File: src/rtl/jtsa_pkg.sv
`timescale 1ns / 1ps

package jtsa_pkg;

    // accumulator rows and widths
    localparam int ROWS        = 1024;
    localparam int ROW_W       = 10;
    localparam int ADDR_W      = (ROWS > 1) ? $clog2(ROWS) : 1;
    localparam int DATA_W      = 32;
    localparam int NUM_COEF    = 9;
    localparam int AXES        = 3;
    localparam int PROD_W      = 2 * DATA_W;
    localparam int SUM_W       = PROD_W + 2;
    localparam int FRAC_DROP   = 16;
    localparam int DOT_W       = SUM_W - FRAC_DROP;
    localparam int ACC_W       = 48;
    localparam int SAT_W       = DOT_W + 1;
    localparam int CNT_W       = 13;
    localparam int OP_W        = 2;
    localparam int STAT_W      = 2;
    localparam int IN_TDATA_W  = 304;
    localparam int OUT_TDATA_W = AXES * ACC_W;

    localparam logic [CNT_W-1:0] SPP_RESET = CNT_W'(64);

    // round to nearest, ties up, when dropping the low product bits
    localparam logic signed [SUM_W-1:0] ROUND_BIAS = SUM_W'(1) <<< (FRAC_DROP - 1);

    localparam logic signed [ACC_W-1:0] ACC_MAX = {1'b0, {(ACC_W-1){1'b1}}};
    localparam logic signed [ACC_W-1:0] ACC_MIN = {1'b1, {(ACC_W-1){1'b0}}};

    // queue between front and back
    localparam int Q_DEPTH = 4;
    localparam int Q_PTR_W = $clog2(Q_DEPTH);

    typedef enum logic [OP_W-1:0] {
        OP_LOAD = 2'd0,
        OP_ACC  = 2'd1,
        OP_READ = 2'd2
    } op_t;

    typedef enum logic [STAT_W-1:0] {
        STAT_OK    = 2'd0,
        STAT_STALE = 2'd1,
        STAT_SAT   = 2'd2
    } status_t;

    typedef enum logic [1:0] {
        KIND_NOP   = 2'd0,
        KIND_STALE = 2'd1,
        KIND_ACC   = 2'd2,
        KIND_READ  = 2'd3
    } kind_t;

    typedef enum logic [1:0] {
        ST_CLEAR = 2'd0,
        ST_IDLE  = 2'd1,
        ST_EXEC  = 2'd2
    } back_state_t;

    typedef struct packed {
        kind_t                    kind;
        logic [ROW_W-1:0]         row;
        logic signed [DOT_W-1:0]  dot_z;
        logic signed [DOT_W-1:0]  dot_y;
        logic signed [DOT_W-1:0]  dot_x;
    } q_entry_t;

endpackage

File: src/rtl/jtsa_queue.sv
`timescale 1ns / 1ps

module jtsa_queue (
    input  logic                aclk,
    input  logic                aresetn,
    input  logic                push,
    input  jtsa_pkg::q_entry_t  push_data,
    output logic                full,
    input  logic                pop,
    output jtsa_pkg::q_entry_t  pop_data,
    output logic                valid
);

    jtsa_pkg::q_entry_t              slot_reg [jtsa_pkg::Q_DEPTH];
    logic [jtsa_pkg::Q_PTR_W-1:0]    wr_ptr_reg;
    logic [jtsa_pkg::Q_PTR_W-1:0]    rd_ptr_reg;
    logic [jtsa_pkg::Q_PTR_W:0]      cnt_reg;

    assign full     = (cnt_reg == (jtsa_pkg::Q_PTR_W+1)'(jtsa_pkg::Q_DEPTH));
    assign valid    = (cnt_reg != '0);
    assign pop_data = slot_reg[rd_ptr_reg];

    // pointers and fill count
    always_ff @(posedge aclk) begin
        if (!aresetn) begin
            wr_ptr_reg <= '0;
            rd_ptr_reg <= '0;
            cnt_reg    <= '0;
        end else begin
            if (push) begin
                wr_ptr_reg <= wr_ptr_reg + 1'b1;
            end
            if (pop) begin
                rd_ptr_reg <= rd_ptr_reg + 1'b1;
            end
            if (push && !pop) begin
                cnt_reg <= cnt_reg + 1'b1;
            end else if (pop && !push) begin
                cnt_reg <= cnt_reg - 1'b1;
            end
        end
    end

    // entry storage
    always_ff @(posedge aclk) begin
        if (push) begin
            slot_reg[wr_ptr_reg] <= push_data;
        end
    end

    a_no_pop_empty: assert property (@(posedge aclk) disable iff (!aresetn)
        pop |-> valid)
        else $error("queue popped while empty");

    a_no_push_full: assert property (@(posedge aclk) disable iff (!aresetn)
        push |-> !full || pop)
        else $error("queue pushed while full");

endmodule

File: config.mk
export PLATFORM = sky130hd
export DESIGN_NAME = jtsa_queue
export DESIGN_NICKNAME = d
export VERILOG_FILES = /design/src/rtl/jtsa_pkg.sv /design/src/rtl/jtsa_queue.sv
export SDC_FILE = /design/constraint.sdc
export NUM_CORES = 1
export LEC_CHECK = 0
export BUFFER_PORTS_ARGS = -buffer_cell sky130_fd_sc_hd__clkbuf_2
export CORE_MARGIN = 8
export CORE_UTILIZATION = 55
export DETAILED_ROUTE_END_ITERATION = 16
export PLACE_DENSITY = 0.83
export SLEW_MARGIN = 25
export SYNTH_ARGS = -nofsm -noshare
export SYNTH_HDL_FRONTEND = slang
export SYNTH_SLANG_ARGS = --single-unit
File: constraint.sdc
create_clock -name aclk -period 6.3 [get_ports aclk]
set_input_delay 0 -clock aclk [delete_from_list [all_inputs] [get_ports aclk]]
set_output_delay 0 -clock aclk [all_outputs]
set_load 0.01 [all_outputs]
==> out/results.txt, run 1 <==
Outcome: completed
Sw power: 2.16 mW
Worst R2R Start: wr_ptr_reg[0]
Final WL: 53.6 mm
Setup bufs post-CTS: 0
Leak pwr: 10.1 nW
Slew headroom: 31.8%
Die Span Y: 224 um
GPL Wtd Cong: 0.736
Min Tclk post-route: 3.18 ns
Skew-Pair Late Insertion Delay: 0.61 ns
Cell area after synthesis: 23,800 um^2
Met2 usage: 36.0%
CP Max Fanout: 42
Gr busiest metal: met2
Post-DP HPWL: 28.8 mm
Share of cells above drive strength 1: 40.5%
Largest net degree at the start of global routing: 108
Setup TNS: 0 ns
Initial antenna violation count: 6
Peak supply drop: 270 uV
Cell Count, Final, Fillers Out: 2,063
RSZ-0062 raised after global routing: no
Critical path launch point type: flip-flop
Internal power: 7.48 mW
Min-delay worst type: input pin to flip-flop
Initial DRT Pass Iterations: 5
Avg Vias per Cell: 5.66
Synth Flop Type: edfxtp_1
Req. time, crit path: 6.30 ns
Ys Warns: 0
H-tree level count: 2
Post-synthesis sequential area ratio: 82.6%
First-pass GRT wire length: 79.0 mm
P per Cell Area: 325 nW/um^2
Die area: 50,200 um^2
Reg2reg end: slot_reg[0][59]
Sw Ratio: 22.4%
CTS Buf Count: 61
Num ports: 330
Final Core Density: 69.2%
Cell taking the most area after synthesis: edfxtp_1
Starting Density: 55.5%
CP Data Arrival Time: 3.18 ns
Hold Startpoint: push_data[152]
Nets: 1,596
I/O Buffers: 329
Most common cell in the netlist: edfxtp_1
Area grow syn2layout: 24.7%
Measured slew at the worst slew-check pin: 1.02 ns
Global route overflow: 0
Syn Area/Cell: 26.8 um^2
Combinational fraction of design power: 10.3%
Synth top area cells: edfxtp_1 82%, mux4_2 15%, dfxtp_1 0.76%
Antenna Nets Post-Route: 0
Post-synth EDFFs: 648
Worst reg2reg path depth: 4
Post-synth net total: 1,061
Wire per inst: 26.0 um
GRT Total Usage: 21.0%
TritonCTS clock tree: yes
WHS Path Cells: 2
Placed Cells: 1,780
Core area: 42,900 um^2
Part of the power in registers: 53.1%
Iteration-0 DRC Markers: 1,055
Setup CP Type: flip-flop to output port
Die Wd: 224 um
F_max: 0.315 GHz
Post-CTS Hold Fix Bufs: 165
Final setup violation count: 0
Met1 Resource Use GR: 25.9%
Drt drc: 0
Clock root cell: clkbuf_16
PostCTS Resize Cnt: 0
FF+latch count, synth: 657
Setup crit end kind: output port
Netlist cell types: 20
Clock Sinks: 657
Cells after synthesis: 889
FP Rows: 76
Met3 GRT Util: 5.58%
Routed vias: 11,700
Hold Fails Final Rpt: 0
R2R Setup Slk: 3.64 ns
Max reg flops: 648
Max_cap viols: 0
Hold endpoint: slot_reg[1][152]
Clock power frac: 36.6%
Number of global-route vias before repair: 12,700
Maximum clock path buffer count: 3
Pwr Total: 9.64 mW
Worst-path clk slew: 0.06 ns
Final period utilization: 50.5%
Fillers: 2,492
Async SR Flop Fraction: 0%
Skew final: 0.00888 ns
Synth top area share: 81.8%
Pins Over Slew Limit: 0
Synth top cells by count: 648 x edfxtp_1, 162 x mux4_2, 18 x buf_2, 10 x buf_6
[cells by family after synthesis]
| family | count (synthesis) | share of synthesized area (%) |
|---|---|---|
| adders and majority gates | 6 | 0.347 |
| DFF | 657 | 82.6 |
| muxes | 164 | 15.4 |
| AOI/OAI and AO/OA | 2 | 0.0526 |
| and+or+nand+nor | 15 | 0.389 |
| buffers and inverters | 40 | 1.04 |
| xor gates and xnor gates | 5 | 0.184 |
[area by class of cell]
class	count	area, um^2	share of cell area, %
Timing Repair Buffer	508	3450	11.6
Sequential cell	657	19600	66.2
Inverter	4	15.0	0.0506
Tap cell	585	732	2.47
Multi-Input combinational cell	192	3910	13.2
Clock inverter	38	318	1.07
Clock buffer	75	1580	5.32
Antenna cell	4	10.0	0.0337
[layout by cell type (no fill, tap or decap)]
cell           Yosys  final
a21boi_0           1      1
and2_1             9      5
and2_4             0      4
buf_12             0      2
buf_16             0      1
buf_4              0     11
bufinv_16          0      5
clkbuf_1           6     14
clkbuf_16          0     61
clkbuf_2           0    329
clkinv_1           0     13
clkinv_2           0     15
clkinv_4           0      1
dfxtp_1            9      7
dfxtp_4            0      2
diode_2            0      4
dlygate4sd3_1      0    165
edfxtp_1         648    648
fa_1               1      1
ha_1               5      5
inv_1              4      4
inv_6              0      4
mux2i_1            2      2
mux4_2           162    162
nand2_1            1      1
nor2b_1            2      2
nor3b_1            1      1
o21ai_0            1      1
or3_1              2      2
xnor2_1            2      2
xor2_1             3      3
[stage by stage]
step                worst slack (ns)  hold slack, ns  instance area [um^2]
global placement                3.59           0.211                 26100
detailed placement              3.60           0.218                 26100
CTS                             2.98           0.114                 29600
floorplan                       1.52          0.0989                 23800
global route                    2.83           0.139                 29700
finish                          3.12           0.155                 29700
[power by group through the flow]
| stage | registers, mW | logic [mW] | clock network, mW |
|---|---|---|---|
| 2_1_floorplan | 5.18 | 0.541 | 0 |
| 3_3_place_gp | 5.18 | 0.883 | 0 |
| 3_5_place_dp | 5.20 | 0.896 | 0 |
| 4_1_cts | 5.11 | 0.998 | 3.56 |
| 5_1_grt | 5.13 | 1.06 | 3.74 |
| 6_report | 5.11 | 0.995 | 3.53 |
[worst max-delay path by stage]
stage / from / endpoint / slack, ns / depth (start not counted)
final: flip-flop / pop_data[51] / 3.12 / 3
after global routing: flip-flop / pop_data[51] / 2.83 / 3
after CTS: flip-flop / pop_data[51] / 2.98 / 3
after detailed placement: wr_ptr_reg[0] / slot_reg[0][74] / 3.60 / 4
after global placement: wr_ptr_reg[0] / slot_reg[0][61] / 3.59 / 4
after floorplan: wr_ptr_reg[0] / slot_reg[0][0] / 1.52 / 3
[worst max-delay path: stages (launching register included)]
cell and delay, ns:
dfxtp_4 0.91, buf_4 0.82, mux4_2 0.65, clkbuf_2 0.16
[per-layer routing]
layer / vias to the layer above / wire length [um] / share of wire, %
met2: 606 / 28100 / 52
met5: - / 38 / 0.071
met3: 101 / 4620 / 8.6
met1: 6038 / 19500 / 36
li1: 4932 / - / -
met4: 6 / 1410 / 2.6
(Power assumes the default switching activity.)
==> run 2, diff against run 1 <==
==> constraint.sdc (replaced) <==
create_clock -name aclk -period 3.11 [get_ports aclk]
set_input_delay 0 -clock aclk [delete_from_list [all_inputs] [get_ports aclk]]
set_output_delay 0 -clock aclk [all_outputs]
set_load 0.01 [all_outputs]
==> out/results.txt, run 2 (synthesis gave the netlist of run 1 again) <==
Worst-path clk slew: 0.07 ns (was 0.06 ns)
Setup TNS: 0 ns (unchanged)
Nets: 1,602 (was 1,596)
Commonest non-fill, non-tap cells in the layout: 648 x edfxtp_1, 329 x clkbuf_2, 166 x dlygate4sd3_1 (was 648 x edfxtp_1, 329 x clkbuf_2, 165 x dlygate4sd3_1)
Final setup violation count: 0 (unchanged)
Skew final: 0.0294 ns (was 0.00888 ns)
Outcome: completed (unchanged)
Largest net degree at the start of global routing: 124 (was 108)
Avg Vias per Cell: 5.69 (was 5.66)
Setup bufs post-CTS: 0 (unchanged)
Clock Sinks: 657 (unchanged)
I/O Buffers: 329 (unchanged)
CTS Buf Count: 60 (was 61)
Setup CP Type: flip-flop to output port (unchanged)
First-pass GRT wire length: 80.7 mm (was 79.0 mm)
Initial DRT Pass Iterations: 5 (unchanged)
RSZ-0062 raised after global routing: no (unchanged)
Maximum clock path buffer count: 3 (unchanged)
Peak supply drop: 753 uV (was 270 uV)
Min Tclk post-route: 2.48 ns
TritonCTS clock tree: yes (unchanged)
Drt drc: 0 (unchanged)
Area grow syn2layout: 25.5% (was 24.7%)
Critical path launch point type: flip-flop (unchanged)
GRT Total Usage: 21.6% (was 21.0%)
Commonest non-fill, non-tap cell in the layout: edfxtp_1 (unchanged)
Post-Place Cell Area: 26,300 um^2 (was 26,100 um^2)
Die area: 50,200 um^2 (unchanged)
GPL Wtd Cong: 0.751 (was 0.736)
Global route overflow: 0 (unchanged)
Skew-Pair Late Insertion Delay: 0.62 ns (was 0.61 ns)
Starting Density: 55.5% (unchanged)
Design area: 29,900 um^2 (was 29,700 um^2)
Min-delay worst type: input pin to flip-flop (unchanged)
Req. time, crit path: 3.11 ns (was 6.30 ns)
CP Max Fanout: 44 (was 42)
P per Cell Area: 659 nW/um^2 (was 325 nW/um^2)
Setup crit end kind: output port (unchanged)
Max_cap viols: 0 (unchanged)
H-tree level count: 2 (unchanged)
Initial antenna violation count: 2 (was 6)
Wire per inst: 26.3 um (was 26.0 um)
Routed vias: 11,800 (was 11,700)
Top layer in use: met5 (unchanged)
Pins Over Slew Limit: 0 (unchanged)
Clock root cell: clkbuf_16 (unchanged)
Measured slew at the worst slew-check pin: 0.836 ns (was 1.02 ns)
Hold Fails Final Rpt: 0 (unchanged)
Share of cells above drive strength 1: 40.4% (was 40.5%)
Met2 WL: 28.6 mm (was 28.1 mm)
Core area: 42,900 um^2 (unchanged)
Post-DP HPWL: 28.7 mm (was 28.8 mm)
Met3 Routed Length: 4.00 mm (was 4.62 mm)
Die Wd: 224 um (unchanged)
Iteration-0 DRC Markers: 1,165 (was 1,055)
Max reg flops: 648 (unchanged)
CP Data Arrival Time: 2.48 ns (was 3.18 ns)
Fillers: 2,470 (was 2,492)
Final period utilization: 79.7%
FP Rows: 76 (unchanged)
F_max: 0.403 GHz
Die Span Y: 224 um (unchanged)
Antenna Nets Post-Route: 0 (unchanged)
Number of global-route vias before repair: 12,700 (about the same)
Num ports: 330 (unchanged)
Final WL: 54.4 mm (was 53.6 mm)
Leak pwr: 10.2 nW (was 10.1 nW)
Post-route met1 wirelength: 20.6 mm (was 19.5 mm)
Slew headroom: 44.2% (was 31.8%)
-- run 2: cell types whose count changed in the layout (fill, tap and decap cells not counted), moves of 2 or more --
cell        previous run  this run
buf_12                 2        13
buf_4                 11         7
clkinv_1              13        17
clkinv_2              15         7
clkinv_4               1         3
clkinvlp_4             0         2
-- run 2: critical path: stages, from the launching register on --
cell      delay [ns]
dfxtp_4         0.67
buf_12          0.38
mux4_2          0.59
clkbuf_2        0.18
-- run 2: path summary, 6_finish.rpt --
path	start	to	cells past startpoint	slack, ns
setup / recovery	flip-flop	pop_data[87]	3	0.63
hold / removal	push_data[62]	slot_reg[0][62]	2	0.14
setup reg to reg	wr_ptr_reg[0]	slot_reg[1][140]	3	1.18
hold reg to reg	wr_ptr_reg[1]	wr_ptr_reg[1]	2	0.56
-- run 2: area by class of cell --
cell class	instances	area, um^2	share of cell area (%)
flip-flops and latches	657	19600	65.8
multi-input cells	192	3910	13.1
repair buffers	515	3620	12.1
clock buffers	75	1580	5.29
well taps	585	732	2.45
clock inverters	38	347	1.16
inverters	4	15.0	0.0503
diodes	3	7.51	0.0251
-- run 2: timing repair --
action | 4_1_cts | 5_1_grt
resized for setup | 0 | 0
hold endpoints to repair | 657 | 0
hold buffers | 166 | 0
-- run 2: per-layer routing --
metal	track usage, %	up-vias
li1	-	4954
met1	27.0	6144
met2	37.7	603
met3	4.77	78
met4	6.63	2
met5	0	-
-- run 2: where the power goes --
group          leakage [nW]  switching (mW)  total [mW]  internal [mW]
logic                  3.23            1.14        2.12          0.983
registers              6.03           0.137        10.3           10.2
clock network         0.933            3.14        7.24           4.10
total                  10.2            4.41        19.7           15.3
-- run 2: stage by stage --
| step | worst slack [ns] | instances | hold WS [ns] | total power, mW | utilization, % |
|---|---|---|---|---|---|
| after floorplan | 0.141 | 889 | 0.0989 | 11.5 | - |
| after global placement | 1.17 | 1787 | 0.213 | 12.3 | 61.2 |
| after detailed placement | 1.15 | 1787 | 0.220 | 12.4 | 61.2 |
| after CTS | 0.538 | 2066 | 0.100 | 19.7 | 69.6 |
| after global routing | 0.456 | 2067 | 0.115 | 20.3 | 69.6 |
| final | 0.630 | 2069 | 0.142 | 19.7 | 69.6 |
==> run 3, diff against run 2 <==
--- a/config.mk
+++ b/config.mk
@@ -5,6 +5,7 @@
 export SDC_FILE = /design/constraint.sdc
 export NUM_CORES = 1
 export LEC_CHECK = 0
+export ABC_AREA = 1
 export BUFFER_PORTS_ARGS = -buffer_cell sky130_fd_sc_hd__clkbuf_2
 export CORE_MARGIN = 8
 export CORE_UTILIZATION = 55
==> constraint.sdc (replaced) <==
create_clock -name aclk -period 2.5 [get_ports aclk]
set_input_delay 0 -clock aclk [delete_from_list [all_inputs] [get_ports aclk]]
set_output_delay 0 -clock aclk [all_outputs]
set_load 0.01 [all_outputs]
==> out/results.txt, run 3 <==
Synth top area cells: edfxtp_1 79%, o21ai_0 6.2%, nor2_1 5.0% (was edfxtp_1 82%, mux4_2 15%, dfxtp_1 0.76%)
Worst-path clk slew: 0.06 ns (was 0.07 ns)
Avg Vias per Cell: 5.91 (was 5.69)
First-pass GRT wire length: 92.1 mm (was 80.7 mm)
Most common cell in the netlist: edfxtp_1 (unchanged)
Wire per inst: 22.5 um (was 26.3 um)
Clock root cell: clkbuf_16 (unchanged)
Commonest non-fill, non-tap cell in the layout: edfxtp_1 (unchanged)
I/O Buffers: 329 (unchanged)
Area grow syn2layout: 23.4% (was 25.5%)
Max reg flops: 648 (unchanged)
Antenna Nets Post-Route: 0 (unchanged)
FF+latch count, synth: 657 (unchanged)
Share of cells above drive strength 1: 21.3% (was 40.4%)
Largest net degree at the start of global routing: 179 (was 124)
Drt drc: 0 (unchanged)
Cells after synthesis: 1,625 (was 889)
Post-synthesis sequential area ratio: 80.0% (was 82.6%)
Setup crit end kind: output port (unchanged)
Num ports: 330 (unchanged)
Maximum clock path buffer count: 3 (unchanged)
Met2 usage: 39.3% (was 37.7%)
RSZ-0062 raised after global routing: yes (was no)
FP Rows: 77 (was 76)
Netlist cell types: 25 (was 20)
Core area: 44,100 um^2 (was 42,900 um^2)
Nets: 2,273 (was 1,602)
Syn Area/Cell: 15.1 um^2 (was 26.8 um^2)
Skew-Pair Late Insertion Delay: 0.60 ns (was 0.62 ns)
Global route overflow: 0 (unchanged)
P per Cell Area: 806 nW/um^2 (was 659 nW/um^2)
Starting Density: 55.6% (was 55.5%)
Hold Fails Final Rpt: 0 (unchanged)
WHS Path Cells: 2 (unchanged)
GRT Total Usage: 23.1% (was 21.6%)
Pins Over Slew Limit: 0 (unchanged)
R2R Setup Slk: 0.81 ns (was 1.18 ns)
Ys Warns: 0 (unchanged)
Req. time, crit path: 2.50 ns (was 3.11 ns)
Final period utilization: 99.1%
CP Max Fanout: 178 (was 44)
Place WS: 0.768 ns (was 1.15 ns)
Worst R2R Start: wr_ptr_reg[0] (unchanged)
Slew headroom: 47.4% (was 44.2%)
Gr busiest metal: met2 (unchanged)
Clock Sinks: 657 (unchanged)
Routed vias: 16,200 (was 11,800)
Min Tclk post-route: 2.48 ns
Initial DRT Pass Iterations: 5 (unchanged)
Iteration-0 DRC Markers: 2,116 (was 1,165)
PnR worst setup slack: 0.0225 ns (was 0.630 ns)
Cell taking the most area after synthesis: edfxtp_1 (unchanged)
Post-synth net total: 1,797 (was 1,061)
Number of global-route vias before repair: 16,300 (was 12,700)
Outcome: completed (unchanged)
Measured slew at the worst slew-check pin: 0.790 ns (was 0.836 ns)
Commonest non-fill, non-tap cells in the layout: 648 x edfxtp_1, 330 x nor2_1, 329 x clkbuf_2 (was 648 x edfxtp_1, 329 x clkbuf_2, 166 x dlygate4sd3_1)
Worst reg2reg path depth: 5 (was 3)
CTS Buf Count: 61 (was 60)
Skew final: 0.0134 ns (was 0.0294 ns)
Critical path launch point type: flip-flop (unchanged)
Leak pwr: 10.7 nW (was 10.2 nW)
Die area: 51,600 um^2 (was 50,200 um^2)
Synth Flop Type: edfxtp_1 (unchanged)
Initial antenna violation count: 10 (was 2)
Die Span Y: 227 um (was 224 um)
TritonCTS clock tree: yes (unchanged)
Hold Startpoint: push_data[29] (was push_data[62])
Cell area after synthesis: 24,500 um^2 (was 23,800 um^2)
F_max: 0.404 GHz
Min-delay worst type: input pin to flip-flop (unchanged)
Post-synth EDFFs: 648 (unchanged)
Async SR Flop Fraction: 0% (unchanged)
Synth top cells by count: 648 x edfxtp_1, 330 x nor2_1, 306 x o21ai_0, 161 x o22ai_1, 39 x clkbuf_1 (was 648 x edfxtp_1, 162 x mux4_2, 18 x buf_2, 10 x buf_6)
Synth top area share: 79.3% (was 81.8%)
Final WL: 62.0 mm (was 54.4 mm)
Max_cap viols: 0 (unchanged)
Hold endpoint: slot_reg[1][29] (was slot_reg[0][62])
GPL Wtd Cong: 0.749 (was 0.751)
CP Data Arrival Time: 2.48 ns (about the same)
Met1 Resource Use GR: 28.8% (was 27.0%)
H-tree level count: 2 (unchanged)
Post-DP HPWL: 32.2 mm (was 28.7 mm)
Pwr Total: 24.4 mW (was 19.7 mW)
Final setup violation count: 0 (unchanged)
Peak supply drop: 610 uV (was 753 uV)
Die Wd: 227 um (was 224 um)
Met3 GRT Util: 5.17% (was 4.77%)
Reg2reg end: slot_reg[0][101] (was slot_reg[1][140])
Setup CP Type: flip-flop to output port (unchanged)
## run 3: routing by layer
metal	vias up	part of all wire (%)
li1	7115	-
met1	7967	36
met2	1001	51
met3	150	10
met4	4	3.7
met5	-	0.027
## run 3: how the worst max path moves through the flow
stage / from / to / slack, ns
final: flip-flop / pop_data[73] / 0.02
after global routing: flip-flop / pop_data[53] / -0.02
after CTS: flip-flop / pop_data[34] / 0.1
after detailed placement: flip-flop / pop_data[34] / 0.77
after global placement: wr_ptr_reg[0] / slot_reg[3][123] / 0.84
after floorplan: wr_ptr_reg[0] / slot_reg[0][0] / -0.90
## run 3: cell type report
class / count / area [um^2]
Fill cell: 2677 / 13800
Clock buffer: 80 / 1600
Clock inverter: 30 / 357
Inverter: 17 / 108
Multi-Input combinational cell: 845 / 4080
Timing Repair Buffer: 519 / 3720
Tap cell: 592 / 741
Antenna cell: 9 / 22.5
Sequential cell: 657 / 19600
## run 3: per-stage QoR
stage	instance area, um^2	TNS, ns	std cells	utilization (%)	hold slack, ns
after floorplan	24600	-577.65	1625	-	0.0989
after global placement	26600	0	2465	60.3	0.212
after detailed placement	26600	0	2465	60.3	0.219
after CTS	30200	0	2740	68.5	0.107
after global routing	30300	-0.0783	2748	68.6	0.139
final	30300	0	2749	68.6	0.158
## run 3: timing repair
item | CTS | global route
buffers inserted | 0 | 0
resized for setup | 0 | 7
endpoints found under the setup margin | 0 | 4
hold buffers | 165 | 0
hold endpoints to repair | 660 | 0
## run 3: worst max-delay path, cell delays in order, from the launching register on
cell and delay [ns]:
dfxtp_4 0.47, buf_16 0.47, o21ai_0 0.28, o22ai_1 0.27
clkbuf_2 0.18
## run 3: cell families after synthesis
kind of cell / after synthesis / share of synthesized area [%]
adder cells (fa/ha/maj): 6 / 0.337
buffers and inverters: 123 / 3.40
flip-flops: 657 / 80.0
AO/OA/AOI/OAI: 496 / 11.0
AND/OR/NAND/NOR: 343 / 5.27
## run 3: power by group
part           internal (mW)  switching, mW  leakage (nW)
Sequential              12.6          0.125          6.03
Clock                   5.31           3.86         0.947
Combinational          0.872           1.63          3.68
Total                   18.8           5.61          10.7
